<file path="src/hdl/assert_macros.svh">
// ----------------------------------------------------------------------------
// Assertion macros
// Clocked concurrent assertion helpers used by the classifier RTL.
// ----------------------------------------------------------------------------
`ifndef ASSERT_MACROS_SVH
`define ASSERT_MACROS_SVH

// Checked on clk_i, disabled while rst_ni is low.
`define ASSERT_CHK(lbl, prop, msg) \
  lbl: assert property (@(posedge clk_i) disable iff (!rst_ni) (prop)) else $error(msg);

// Checked on clk_i at every edge, reset included.
`define ASSERT_ALWAYS(lbl, prop, msg) \
  lbl: assert property (@(posedge clk_i) (prop)) else $error(msg);

`endif

</file>
<file path="src/hdl/sqlskc_pkg.sv">
// ----------------------------------------------------------------------------
// sqlskc_pkg
// Types, constants and character helpers of the statement kind classifier.
// ----------------------------------------------------------------------------
package sqlskc_pkg;

  localparam int unsigned MaxWord  = 6;
  localparam int unsigned LenW     = 3;
  localparam int unsigned BufW     = 8 * MaxWord;

  typedef enum logic [2:0] {
    PH_SKIP  = 3'd0,
    PH_DASH  = 3'd1,
    PH_SLASH = 3'd2,
    PH_LINE  = 3'd3,
    PH_BLOCK = 3'd4,
    PH_WORD  = 3'd5,
    PH_DONE  = 3'd6
  } phase_e;

  typedef enum logic [2:0] {
    CLS_SELECT = 3'd0,
    CLS_INSERT = 3'd1,
    CLS_UPDATE = 3'd2,
    CLS_DELETE = 3'd3,
    CLS_WITH   = 3'd4,
    CLS_OTHER  = 3'd5
  } class_e;

  typedef struct packed {
    phase_e          phase;
    logic [LenW-1:0] len;
  } status_t;

  localparam logic [7:0] ChDash    = 8'h2D;
  localparam logic [7:0] ChSlash   = 8'h2F;
  localparam logic [7:0] ChStar    = 8'h2A;
  localparam logic [7:0] ChNewline = 8'h0A;
  localparam logic [7:0] ChUnder   = 8'h5F;

  localparam logic [BufW-1:0] KwSelect = 48'h73656C656374;
  localparam logic [BufW-1:0] KwInsert = 48'h696E73657274;
  localparam logic [BufW-1:0] KwUpdate = 48'h757064617465;
  localparam logic [BufW-1:0] KwDelete = 48'h64656C657465;
  localparam logic [BufW-1:0] KwWith   = 48'h000077697468;

  function automatic logic is_space(input logic [7:0] c);
    return (c == 8'h20) || ((c >= 8'h09) && (c <= 8'h0D));
  endfunction

  function automatic logic is_upper(input logic [7:0] c);
    return (c >= 8'h41) && (c <= 8'h5A);
  endfunction

  function automatic logic is_word(input logic [7:0] c);
    return ((c >= 8'h30) && (c <= 8'h39)) || ((c >= 8'h61) && (c <= 8'h7A)) ||
           is_upper(c) || (c == ChUnder);
  endfunction

  function automatic logic [7:0] to_lower(input logic [7:0] c);
    return is_upper(c) ? (c | 8'h20) : c;
  endfunction

  function automatic class_e match_kw(input logic [BufW-1:0] kw,
                                      input logic [LenW-1:0] len);
    class_e cls;
    cls = CLS_OTHER;
    if (len == LenW'(MaxWord)) begin
      if (kw == KwSelect) cls = CLS_SELECT;
      else if (kw == KwInsert) cls = CLS_INSERT;
      else if (kw == KwUpdate) cls = CLS_UPDATE;
      else if (kw == KwDelete) cls = CLS_DELETE;
    end else if ((len == LenW'(4)) && (kw == KwWith)) begin
      cls = CLS_WITH;
    end
    return cls;
  endfunction

endpackage

</file>
<file path="src/hdl/sql_statement_kind_classifier.sv">
// ----------------------------------------------------------------------------
// sql_statement_kind_classifier
// Classifies a SQL statement by its leading keyword, one text byte per cycle when not stalled.
// ----------------------------------------------------------------------------
// The block takes one byte per clock while it is not stalled: each
// transaction lands in an input register and then steps the scan state
// machine, and the byte flagged final writes its class (0 select, 1 insert,
// 2 update, 3 delete, 4 with, 5 other) into the result register and sets
// its valid flag. Input stalls only while a final byte waits for a result
// register that is still held by the consumer.
// After the final byte the scanner is back at its start state for the next
// statement.
module sql_statement_kind_classifier (
  input  logic       clk_i,
  input  logic       rst_ni,
  input  logic [7:0] text_byte_i,
  input  logic       final_byte_i,
  input  logic       in_valid_i,
  output logic       in_ready_o,
  output logic [2:0] statement_class_o,
  output logic       out_valid_o,
  input  logic       out_ready_i
);

  logic                in_valid_q;
  logic [7:0]          byte_q;
  logic                final_q;
  logic                out_valid_q;
  sqlskc_pkg::class_e  class_q;
  sqlskc_pkg::class_e  step_class;
  sqlskc_pkg::status_t scan_status;
  logic                out_free;
  logic                advance;

  assign out_free   = !out_valid_q || out_ready_i;
  assign advance    = in_valid_q && (!final_q || out_free);
  assign in_ready_o = !in_valid_q || advance;

  always_ff @(posedge clk_i or negedge rst_ni) begin
    if (!rst_ni) begin
      in_valid_q <= 1'b0;
    end else if (in_ready_o) begin
      in_valid_q <= in_valid_i;
    end
  end

  always_ff @(posedge clk_i) begin
    if (in_ready_o && in_valid_i) begin
      byte_q  <= text_byte_i;
      final_q <= final_byte_i;
    end
  end

  sqlskc_scan u_scan (
    .clk_i    (clk_i),
    .rst_ni   (rst_ni),
    .step_i   (advance),
    .byte_i   (byte_q),
    .final_i  (final_q),
    .class_o  (step_class),
    .status_o (scan_status)
  );

  always_ff @(posedge clk_i or negedge rst_ni) begin
    if (!rst_ni) begin
      out_valid_q <= 1'b0;
    end else if (advance && final_q) begin
      out_valid_q <= 1'b1;
    end else if (out_ready_i) begin
      out_valid_q <= 1'b0;
    end
  end

  always_ff @(posedge clk_i) begin
    if (advance && final_q) begin
      class_q <= step_class;
    end
  end

  assign out_valid_o       = out_valid_q;
  assign statement_class_o = class_q;

`include "assert_macros.svh"

  `ASSERT_CHK(a_final_restarts, (advance && final_q) |=> (scan_status.phase == sqlskc_pkg::PH_SKIP && scan_status.len == '0), "scanner not restarted after final byte")
  `ASSERT_CHK(a_no_spurious_result, !(advance && final_q) |=> !$rose(out_valid_o), "result without final byte")
  `ASSERT_CHK(a_class_range, out_valid_o |-> (statement_class_o <= 3'd5), "class code out of range")
  `ASSERT_CHK(a_len_bound, scan_status.len <= 3'(sqlskc_pkg::MaxWord), "word length overflow")

endmodule

</file>
<file path="src/hdl/sqlskc_scan.sv">
// ----------------------------------------------------------------------------
// sqlskc_scan
// Scan state machine: skips blanks and comments, gathers the leading word
// and gives the statement class for the byte being stepped.
// ----------------------------------------------------------------------------
module sqlskc_scan (
  input  logic                 clk_i,
  input  logic                 rst_ni,
  input  logic                 step_i,
  input  logic [7:0]           byte_i,
  input  logic                 final_i,
  output sqlskc_pkg::class_e   class_o,
  output sqlskc_pkg::status_t  status_o
);

  sqlskc_pkg::phase_e                  phase_q, phase_d;
  logic                                star_q, star_d;
  logic [sqlskc_pkg::BufW-1:0]         kw_q, kw_d;
  logic [sqlskc_pkg::LenW-1:0]         len_q, len_d;
  sqlskc_pkg::class_e                  dec_q, dec_d;
  logic                                take_char;

  assign take_char = (phase_q == sqlskc_pkg::PH_SKIP && !sqlskc_pkg::is_space(byte_i) &&
                      byte_i != sqlskc_pkg::ChDash && byte_i != sqlskc_pkg::ChSlash &&
                      sqlskc_pkg::is_word(byte_i)) ||
                     (phase_q == sqlskc_pkg::PH_WORD && sqlskc_pkg::is_word(byte_i));

  // next state
  always_comb begin
    phase_d = phase_q;
    star_d  = star_q;
    kw_d    = kw_q;
    len_d   = len_q;
    dec_d   = dec_q;
    if (take_char) begin
      if (len_q >= sqlskc_pkg::LenW'(sqlskc_pkg::MaxWord)) begin
        phase_d = sqlskc_pkg::PH_DONE;
        dec_d   = sqlskc_pkg::CLS_OTHER;
      end else begin
        kw_d    = {kw_q[sqlskc_pkg::BufW-9:0], sqlskc_pkg::to_lower(byte_i)};
        len_d   = len_q + sqlskc_pkg::LenW'(1);
        phase_d = sqlskc_pkg::PH_WORD;
      end
    end else begin
      unique case (phase_q)
        sqlskc_pkg::PH_SKIP: begin
          priority if (sqlskc_pkg::is_space(byte_i)) begin
            phase_d = sqlskc_pkg::PH_SKIP;
          end else if (byte_i == sqlskc_pkg::ChDash) begin
            phase_d = sqlskc_pkg::PH_DASH;
          end else if (byte_i == sqlskc_pkg::ChSlash) begin
            phase_d = sqlskc_pkg::PH_SLASH;
          end else begin
            phase_d = sqlskc_pkg::PH_DONE;
            dec_d   = sqlskc_pkg::CLS_OTHER;
          end
        end
        sqlskc_pkg::PH_DASH: begin
          if (byte_i == sqlskc_pkg::ChDash) begin
            phase_d = sqlskc_pkg::PH_LINE;
          end else begin
            phase_d = sqlskc_pkg::PH_DONE;
            dec_d   = sqlskc_pkg::CLS_OTHER;
          end
        end
        sqlskc_pkg::PH_SLASH: begin
          if (byte_i == sqlskc_pkg::ChStar) begin
            phase_d = sqlskc_pkg::PH_BLOCK;
            star_d  = 1'b0;
          end else begin
            phase_d = sqlskc_pkg::PH_DONE;
            dec_d   = sqlskc_pkg::CLS_OTHER;
          end
        end
        sqlskc_pkg::PH_LINE: begin
          if (byte_i == sqlskc_pkg::ChNewline) phase_d = sqlskc_pkg::PH_SKIP;
        end
        sqlskc_pkg::PH_BLOCK: begin
          if (byte_i == sqlskc_pkg::ChSlash && star_q) begin
            phase_d = sqlskc_pkg::PH_SKIP;
            star_d  = 1'b0;
          end else begin
            star_d  = (byte_i == sqlskc_pkg::ChStar);
          end
        end
        sqlskc_pkg::PH_WORD: begin
          phase_d = sqlskc_pkg::PH_DONE;
          dec_d   = sqlskc_pkg::match_kw(kw_q, len_q);
        end
        default: begin
          phase_d = phase_q;
        end
      endcase
    end
  end

  // outputs
  always_comb begin
    unique case (phase_d)
      sqlskc_pkg::PH_WORD: class_o = sqlskc_pkg::match_kw(kw_d, len_d);
      sqlskc_pkg::PH_DONE: class_o = dec_d;
      default:             class_o = sqlskc_pkg::CLS_OTHER;
    endcase
  end

  always_ff @(posedge clk_i or negedge rst_ni) begin
    if (!rst_ni) begin
      phase_q <= sqlskc_pkg::PH_SKIP;
      star_q  <= 1'b0;
      kw_q    <= '0;
      len_q   <= '0;
      dec_q   <= sqlskc_pkg::CLS_OTHER;
    end else if (step_i) begin
      if (final_i) begin
        phase_q <= sqlskc_pkg::PH_SKIP;
        star_q  <= 1'b0;
        kw_q    <= '0;
        len_q   <= '0;
        dec_q   <= sqlskc_pkg::CLS_OTHER;
      end else begin
        phase_q <= phase_d;
        star_q  <= star_d;
        kw_q    <= kw_d;
        len_q   <= len_d;
        dec_q   <= dec_d;
      end
    end
  end

  assign status_o.phase = phase_q;
  assign status_o.len   = len_q;

endmodule
</file>
<file path="config.mk">
export PLATFORM = sky130hd
export DESIGN_NAME = sql_statement_kind_classifier
export DESIGN_NICKNAME = d
export VERILOG_FILES = /design/src/hdl/sqlskc_pkg.sv /design/src/hdl/sql_statement_kind_classifier.sv /design/src/hdl/sqlskc_scan.sv
export VERILOG_INCLUDE_DIRS = /design/src /design/src/hdl
export SDC_FILE = /design/constraint.sdc
export NUM_CORES = 1
export LEC_CHECK = 0
export BUFFER_PORTS_ARGS = -buffer_cell sky130_fd_sc_hd__buf_2
export CAP_MARGIN = 5
export CORE_AREA = 5 5 85 87
export CTS_CLUSTER_SIZE = 40
export DETAILED_ROUTE_END_ITERATION = 7
export DIE_AREA = 0 0 90 92
export GPL_TIMING_DRIVEN = 0
export PLACE_DENSITY_LB_ADDON = 0.15
export REMOVE_ABC_BUFFERS = 1
export SYNTH_ARGS = -nofsm -noshare
export SYNTH_HDL_FRONTEND = slang
export SYNTH_SLANG_ARGS = --single-unit
</file>
<file path="constraint.sdc">
create_clock -name clk_i -period 4.8 [get_ports clk_i]
set_clock_uncertainty 0.05 [all_clocks]
set_input_delay 0.24 -clock clk_i [delete_from_list [all_inputs] [get_ports clk_i]]
set_output_delay 0.24 -clock clk_i [all_outputs]
set_load 0.01 [all_outputs]
</file>
==> results of run 1 <==
-- synthesized netlist by cell type, types with 7 or more instances --
cell      count
edfxtp_1     12
buf_4         7
nand4_1       7
and3_1        7
nand3_1      11
o21ai_0      12
nand2_1      26
nand3b_1      7
nor3_1        7
dfrtp_1      58
a22o_1       46
a21oi_1       9
nor2_1       23
nor4_1       13
nand4b_1      7
-- cell type report --
cell class / count / area (um2)
Fill cell: 485 / 1934
Multi-Input combinational cell: 278 / 1989
Sequential cell: 72 / 1864
Timing Repair Buffer: 24 / 175.2
Tap cell: 77 / 96.34
Clock buffer: 12 / 135.1
Clock inverter: 3 / 67.56
Inverter: 4 / 15.01
-- layout by cell type (no fill, tap or decap), drive strengths merged, types with 4 or more instances in the layout --
cell | synthesis | layout
nor4b | 7 | 7
or3 | 5 | 5
nor3 | 7 | 7
o21ai | 15 | 15
nand3b | 7 | 7
a22o | 47 | 47
nand2b | 4 | 4
inv | 4 | 4
nand3 | 11 | 11
buf | 16 | 18
a21oi | 10 | 10
nand2 | 26 | 26
nor4 | 15 | 15
nand4b | 7 | 7
nand4 | 7 | 7
or4b | 4 | 4
nor2b | 6 | 6
nor2 | 25 | 25
dlygate4sd3 | 0 | 6
clkbuf | 5 | 12
and3b | 4 | 4
edfxtp | 12 | 12
and2 | 6 | 6
dfrtp | 58 | 58
o22ai | 4 | 4
and3 | 9 | 9
-- cells by family after synthesis --
| logic type | Yosys count |
|---|---|
| AO/OA/AOI/OAI | 102 |
| flip-flops | 72 |
| AND/OR/NAND/NOR | 170 |
| buffers and inverters | 25 |
| multiplexers | 2 |
| adder cells (fa/ha/maj) | 3 |
| XOR/XNOR | 1 |
-- metrics by stage --
step | setup slack (ns) | hold WS, ns | std cells
2_1_floorplan | 1.226 | -0.1056 | 354
3_3_place_gp | 0.1827 | 0.3661 | 448
3_5_place_dp | 1.486 | 0.3681 | 449
4_1_cts | 1.460 | 0.0004818 | 467
5_1_grt | 1.246 | 0.003913 | 470
6_report | 1.465 | 0.01396 | 470
-- path summary, 6_finish.rpt --
| kind | from | end | slack [ns] | depth (start not counted) |
|---|---|---|---|---|
| worst max-delay path | byte_q[3] | u_scan.kw_q[3] | 1.46 | 7 |
| worst min-delay path | text_byte_i[3] | byte_q[3] | 0.01 | 1 |
| worst max register to register | byte_q[3] | u_scan.kw_q[3] | 1.46 | 7 |
| worst min register to register | u_scan.star_q | u_scan.star_q | 0.45 | 1 |
| max in group asynchronous | rst_ni | u_scan.kw_q[4] | 3.74 | 2 |
| min in group asynchronous | rst_ni | u_scan.kw_q[41] | 0.44 | 2 |
-- registers in the layout, summed over array words and instances, names as in the netlist --
| signal | count |
|---|---|
| out_valid_o | 1 |
| statement_class_o | 3 |
| u_scan.len_q | 3 |
| in_valid_q | 1 |
| u_scan.dec_q | 3 |
| u_scan.star_q | 1 |
| final_q | 1 |
| byte_q | 8 |
| u_scan.kw_q | 48 |
| u_scan.phase_q | 3 |
-- layer usage --
layer | wire [um] | vias to the layer above
li1 | - | 1506
met1 | 4490 | 1647
met2 | 4491 | 132
met3 | 610 | 12
met4 | 130 | 0
met5 | 0 | -
-- power breakdown --
part | total (W) | switching [W] | internal (W)
Sequential | 0.000712 | 0.0000604 | 0.000652
Clock | 0.000505 | 0.000215 | 0.000291
Combinational | 0.000305 | 0.000177 | 0.000127
-- what timing repair did --
action / 4_1_cts / 5_1_grt
hold buffers: 3 / 3
hold endpoints to repair: 3 / 60
setup endpoints to repair: 0 / 0
==> flow_summary.ini, run 1 <==
[global_route]
grt_pass1_wl_mm = 16.01
grt.busiest_layer = met1
grt_use_total = 0.2393
antenna_found_initial = 0
grt_util_met2 = 0.3384
grt_start_max_net_pins = 61
grt_pass1_vias = 3009
grt_overflow = 0
met1_usage = 0.3697
grt_use_met3 = 0.03928

[setup_path]
critPathTopFamily = simple AND/OR/NAND/NOR gates
worstPathRequired_ns = 5.03
startpoint_type = flip-flop
critical_path.max_stage_delay_ns = 0.84
critPathBufInv = 0
cp_max_fo = 46
end_kind = flip-flop
critPathSlowestCell = nor2_4
worstPathArrival_ns = 3.56
critPathKind = flip-flop to flip-flop
crit_chain = and3b_1 -> a221oi_2 -> a211oi_4 -> nor2_2 -> nand2_1 -> nor2_4 -> a22o_1

[clock_network]
numCtsBuffers = 9
cts_setup_buffers = 0
clock_latency_ns = 0.35
htree_levels = 3
cts-root-buf = clkbuf_8
cts_buffer_depth = 2
cts.clk_slew.worst_paths_ns = 0.07
cts_tree = built
cts_resized = 0
cts_sinks = 72

[logic_synthesis]
synth_top_family_by_area = simple AND/OR/NAND/NOR gates
synth_compound_area_frac = 0.2018
synth-simple-area-share = 0.2770
synthAdderAreaFrac = 0.009401
yosys.area.top_type_share = 0.3635
ys_warn_count = 0
synth-edff-count = 12
synth_area_per_cell_um2 = 10.65
yosys.cell_types.count = 77
ys_async_sr_fraction = 0.8333
postSynthCellCount = 375
syn-cell-area_um2 = 3993
synth_xor_area_frac = 0.002194
yosysSeqAreaShare = 0.4669
yosys-top-cells-area = dfrtp_1 36%, a22o_1 10%, edfxtp_1 9.0%
synth_ff_type = dfrtp_1
synth_mux_area_frac = 0.005014
ys_ff_latch = 72
synth_top_area_cell = dfrtp_1

[detailed_routing]
drc_errors = 0
dr.pass1.iters = 5
drtIter0Drc = 336
wirelength_mm = 9.722
vias_per_cell = 7.015
ant_nets = 0
wl_per_cell_um = 20.69
num_vias = 3297

[finish]
diodes = 0
nNetsFinal = 405
final_util = 0.6918
final_cell_area_um2 = 4343
drive_above_1_share = 0.1425
area_growth_syn_to_layout_pct = 8.775

[floorplan]
die_area_um2 = 8280
start_util = 0.6360
core-area_um2 = 6277
die_x_um = 90
die_h_um = 92
io_pins = 18
rows = 29

[timing]
finalHoldViolCount = 0
setup_viol = 0
rsz0062_at_grt = false
finalWorstPathRequiredPeriod_ns = 3.335
setup_tns_ns = 0
worst_pin_slew_ns = 1.001
slew_headroom = 0.3314
fmaxAchievable_mhz = 299.8
final_max_slew_viol_count = 0
fin_crit_sh = 0.6948

[pwr]
max-vdd-ir-drop_uv = 291.3
fin_total_pwr_w = 0.001522
powerDensity_nw_per_um2 = 350.5
p_leak_nw = 1.731

[min_path]
hp-class = input pin to flip-flop

[placement]
gp_routability_congestion = 0.9468
dp_hpwl_mm = 6.648
placed_area_um2 = 4078
port_buffers = 17

[status]
status = completed

[run]
max_cap_viol_count = 0
Power figures use the tool's default switching activity.
==> run 2: changes to the inputs <==
- CORE_AREA: 5 5 85 87 -> 5 5 91 93
- DIE_AREA: 0 0 90 92 -> 0 0 96 98
- clock period: 4.8 -> 2.8 ns (I/O delays scaled with it)
==> run 2 against run 1 <==
  * First-iteration DRC count down 3.0%
  * Hold slack gained 0.093 ns
  * Design area grew 9.4%
==> flow_summary.ini, run 2 (same netlist as run 1, synthesis figures left out) <==
[status]
status = completed

[timing]
worst_pin_slew_ns = 0.7750
slew_headroom = 0.4833
finalHoldViolCount = 0
setup_tns_ns = 0
finalWorstPathRequiredPeriod_ns = 2.774
fin_crit_sh = 0.9906
fmaxAchievable_mhz = 360.5
hold-worst-slack_ns = 0.1070
final_max_slew_viol_count = 0
setup_viol = 0

[finish]
final_cell_area_um2 = 4752
nNetsFinal = 441
final_common_cell = dfrtp_1
largestRegisters = u_scan.kw_q: 48 flops, byte_q: 8 flops
drive_above_1_share = 0.2209
largest_register_ffs = 48
mostFrequentLayoutCells = 57 x dfrtp_1, 46 x a22o_1, 25 x nand2_1, 25 x buf_4, 23 x nor2_1
instances_no_fill = 532
diodes = 0
largest_register = u_scan.kw_q
area_growth_syn_to_layout_pct = 19.02

[clock_network]
htree_levels = 3
cts_tree = built
cts_buffer_depth = 2
cts.clk_slew.worst_paths_ns = 0.08
numCtsBuffers = 9
cts_sinks = 72
clock_latency_ns = 0.35
cts-root-buf = clkbuf_8

[global_route]
grt_start_max_net_pins = 34
grt_pass1_wl_mm = 17.09
grt_use_total = 0.2339
grt_overflow = 0
grt_pass1_vias = 3218
antenna_found_initial = 0

[pwr]
p_leak_nw = 1.926
powerDensity_nw_per_um2 = 560.4
fin_total_pwr_w = 0.002663
max-vdd-ir-drop_uv = 441.8

[detailed_routing]
dr.pass1.iters = 5
num_vias = 3401
wl_per_cell_um = 20.34
vias_per_cell = 6.393
wirelength_mm = 10.82
drc_errors = 0
drtIter0Drc = 326
ant_nets = 0

[floorplan]
core-area_um2 = 7447
die_h_um = 98
die_area_um2 = 9408
io_pins = 18
rows = 32
start_util = 0.5361
die_x_um = 96

[placement]
port_buffers = 17
dp_hpwl_mm = 6.700
gp_routability_congestion = 0.8742
dpl.cell_count = 475
placed_area_um2 = 4129

[setup_path]
worstPathArrival_ns = 2.81
ff2ff_setup_slack_ns = 0.03
crit_end = statement_class_o[0]
worstReg2RegEnd = statement_class_o[0]
startpoint_type = flip-flop
critPathKind = flip-flop to flip-flop
end_kind = flip-flop
cp_max_fo = 7
worstPathRequired_ns = 2.84
r2r_start = byte_q[6]
reg2regPathDepth = 8
critPathLaunch = byte_q[6]

[run]
max_cap_viol_count = 0

[min_path]
hp-class = input pin to flip-flop
==> run 2: cell types whose count changed in the layout (fill, tap and decap cells not counted), sizes merged <==
cell / before / now
clkinvlp: 1 / 0
inv: 4 / 5
clkinv: 0 / 1
dlygate4sd3: 6 / 11
buf: 18 / 45
clkbuf: 12 / 14
nor2: 25 / 28
bufinv: 2 / 1
==> run 2: stage by stage <==
stage	worst slack (ns)	util
floorplan	-0.7737	-
global placement	-1.878	0.5465
detailed placement	-0.4388	0.5544
CTS	0.01122	0.6114
global route	-0.05161	0.6381
finish	0.02642	0.6381
==> run 2: area by class of cell <==
cell class	count	area, um2
inverters	4	15.01
flip-flops and latches	72	1866
well taps	102	127.6
repair buffers	57	455.4
fillers	640	2695
clock buffers	13	148.9
clock inverters	3	41.29
multi-input cells	281	2098
==> run 2: how the worst min path moves through the flow <==
stage	startpoint	end	slack, ns	cells past startpoint
2_1_floorplan	rst_ni	in_valid_q	-0.21	0
3_3_place_gp	text_byte_i[2]	byte_q[2]	0.27	1
3_5_place_dp	rst_ni	u_scan.kw_q[26]	0.21	1
4_1_cts	out_ready_i	in_valid_q	0.11	4
5_1_grt	out_ready_i	in_valid_q	0.15	4
6_report	out_ready_i	in_valid_q	0.11	4
==> run 2: repair_timing <==
| item | 4_1_cts | 5_1_grt |
|---|---|---|
| setup buffers | 10 | 17 |
| hold endpoints to repair | 42 | 0 |
| gates resized for setup | 4 | 13 |
| endpoints found under the setup margin | 49 | 52 |
| pin swaps | 2 | 4 |
| hold buffers | 11 | 0 |
| cloned | 3 | 0 |
==> run 2: where the power goes <==
group | internal (W) | switching [W] | total (W) | leakage (nW)
Combinational | 0.000270 | 0.000361 | 0.000631 | 0.898
Clock | 0.000436 | 0.000382 | 0.000819 | 0.0979
Sequential | 0.00112 | 0.0000955 | 0.00121 | 0.930
==> run 2: critical path, cell delays in order, from the launching register on <==
cell	delay, ns
edfxtp_1	0.56
buf_4	0.22
and4b_1	0.16
and3_1	0.21
a211oi_4	0.38
nor3_1	0.09
o21ai_0	0.44
mux2i_1	0.33
a22oi_2	0.07
==> run 2: layer usage <==
layer / wire length [um] / up-vias / GRT usage
li1: - / 1571 / -
met1: 4863 / 1690 / 0.3417
met2: 5202 / 124 / 0.3516
met3: 594 / 16 / 0.04468
met4: 158 / 0 / 0.07002
met5: 0 / - / 0
==> run 3: changes to the inputs <==
- GPL_TIMING_DRIVEN: 0 -> not set
==> run 3 against run 2 <==
  * Cell count is 1.3% lower
  * Combinational power is 4.3% lower
  * Wire length is 5.6% lower
  * Fmax is 1.4% higher
  * Critical path depth stayed put
  * Sequential share of layout area is 1.1 points higher
  * Hold slack better by 0.023 ns
  * Global-route usage is 0.29 points lower
==> flow_summary.ini, run 3 (same netlist as run 1, synthesis figures left out) <==
[status]
status = completed

[setup_path]
critPathKind = flip-flop to flip-flop
critical_path.max_stage_delay_ns = 0.58
reg2regPathDepth = 8
critPathLaunch = byte_q[2]
startpoint_type = flip-flop
ff2ff_setup_slack_ns = 0.06
cp_max_fo = 7
r2r_start = byte_q[2]
worstPathArrival_ns = 2.88
end_kind = flip-flop
worstReg2RegEnd = statement_class_o[2]
crit_end = statement_class_o[2]
crit_chain = buf_4 -> nor4_4 -> a221oi_2 -> a211oi_4 -> nor2_2 -> or4_4 -> and3_4 -> a2bb2oi_1
critPathSlowestCell = or4_4
worstPathRequired_ns = 2.94

[global_route]
grt_pass1_wl_mm = 16.99
grt_overflow = 0
grt_use_total = 0.2309
grt_start_max_net_pins = 49
antenna_found_initial = 0
grt_pass1_vias = 3319

[clock_network]
cts_sinks = 72
cts_tree = built
cts-root-buf = clkbuf_8
clock_latency_ns = 0.35
cts.clk_slew.worst_paths_ns = 0.08
numCtsBuffers = 9
cts_buffer_depth = 2
htree_levels = 3

[placement]
dpl.cell_count = 494
gp_routability_congestion = 0.9005
port_buffers = 17
dp_hpwl_mm = 7.225

[min_path]
hp-class = input pin to flip-flop

[run]
max_cap_viol_count = 0

[detailed_routing]
wl_per_cell_um = 19.45
dr.pass1.iters = 4
wirelength_mm = 10.21
drc_errors = 0
drtIter0Drc = 282
num_vias = 3363
vias_per_cell = 6.406
ant_nets = 0

[floorplan]
io_pins = 18
rows = 32
die_x_um = 96
die_area_um2 = 9408
die_h_um = 98
core-area_um2 = 7447
start_util = 0.5361

[pwr]
p_leak_nw = 1.885
swShare = 0.3064
powerDensity_nw_per_um2 = 564.3
switchingPower_w = 0.0007990
max-vdd-ir-drop_uv = 389.3
fin_total_pwr_w = 0.002608
pwr-share-clk = 0.314
p_seq_frac = 0.455
p_comb_frac = 0.232
p_int_w = 0.001809

[finish]
nFillCells = 639
mostFrequentLayoutCells = 58 x dfrtp_1, 46 x a22o_1, 26 x nand2_1
largest_register_ffs = 48
instances_no_fill = 525
nNetsFinal = 434
area_growth_syn_to_layout_pct = 15.76
largest_register = u_scan.kw_q
diodes = 0
final_common_cell = dfrtp_1
largestRegisters = u_scan.kw_q: 48 flops, byte_q: 8 flops
drive_above_1_share = 0.1962

[timing]
worst_pin_slew_ns = 1.062
slew_headroom = 0.2919
final_max_slew_viol_count = 0
finalHoldViolCount = 0
hold-worst-slack_ns = 0.1298
fin_crit_sh = 0.9772
fmaxAchievable_mhz = 365.5
setup_viol = 0
finalWorstPathRequiredPeriod_ns = 2.736
[run 3: worst min path at each step]
stage | from | to | slack (ns) | cells after the start
floorplan | rst_ni | in_valid_q | -0.21 | 0
global placement | text_byte_i[6] | byte_q[6] | 0.27 | 1
detailed placement | text_byte_i[1] | byte_q[1] | 0.27 | 1
CTS | out_ready_i | in_valid_q | 0.12 | 4
global route | out_ready_i | in_valid_q | 0.16 | 4
finish | out_ready_i | in_valid_q | 0.13 | 4
[run 3: power by group through the flow]
stage                     sequential [W]  combinational, W  clock (W)
after floorplan                  0.00121          0.000378          0
after global placement           0.00120          0.000568          0
after detailed placement         0.00121          0.000573          0
after CTS                        0.00119          0.000588   0.000831
after global routing             0.00120          0.000657   0.000884
final                            0.00119          0.000604   0.000818
[run 3: area by class of cell]
type                       count  area (um2)  area share
clock inverter                 3       42.54    0.009204
multi-input combinational    278        2014      0.4358
clock buffer                  13       148.9     0.03221
timing repair buffer          53       409.1     0.08852
tap                          102       127.6     0.02761
inverter                       4       15.01    0.003249
sequential                    72        1864      0.4034
[run 3: metrics by stage]
step	area, um2	util	setup slack, ns	setup TNS (ns)
after floorplan	3857	-	-0.7737	-34.77
after global routing	4622	0.6206	-0.01687	-0.01920
final	4622	0.6206	0.06384	0
after CTS	4566	0.6131	0.05081	0
after detailed placement	4264	0.5726	0.06717	0
after global placement	4264	0.5726	0.1417	0
[run 3: layer usage]
layer | global-route usage | share of wire | up-vias
met5 | 0 | 0 | -
met4 | 0.07440 | 0.018 | 0
met3 | 0.05239 | 0.056 | 14
met2 | 0.3548 | 0.48 | 120
met1 | 0.3222 | 0.44 | 1677
li1 | - | - | 1552
[run 3: worst max-delay path, delay by kind of cell, from the launching register on]
family,cells,cell delay [ns]
and+or+nand+nor,4,1.22
AOI/OAI and AO/OA,3,0.72
DFF,1,0.43
buffers and inverters,1,0.17
[run 3: repair_timing]
item,in CTS,in global routing
endpoints found under the setup margin,0,3
resized for setup,0,5
buffers inserted,0,4
hold buffers,11,0
hold endpoints to repair,54,0
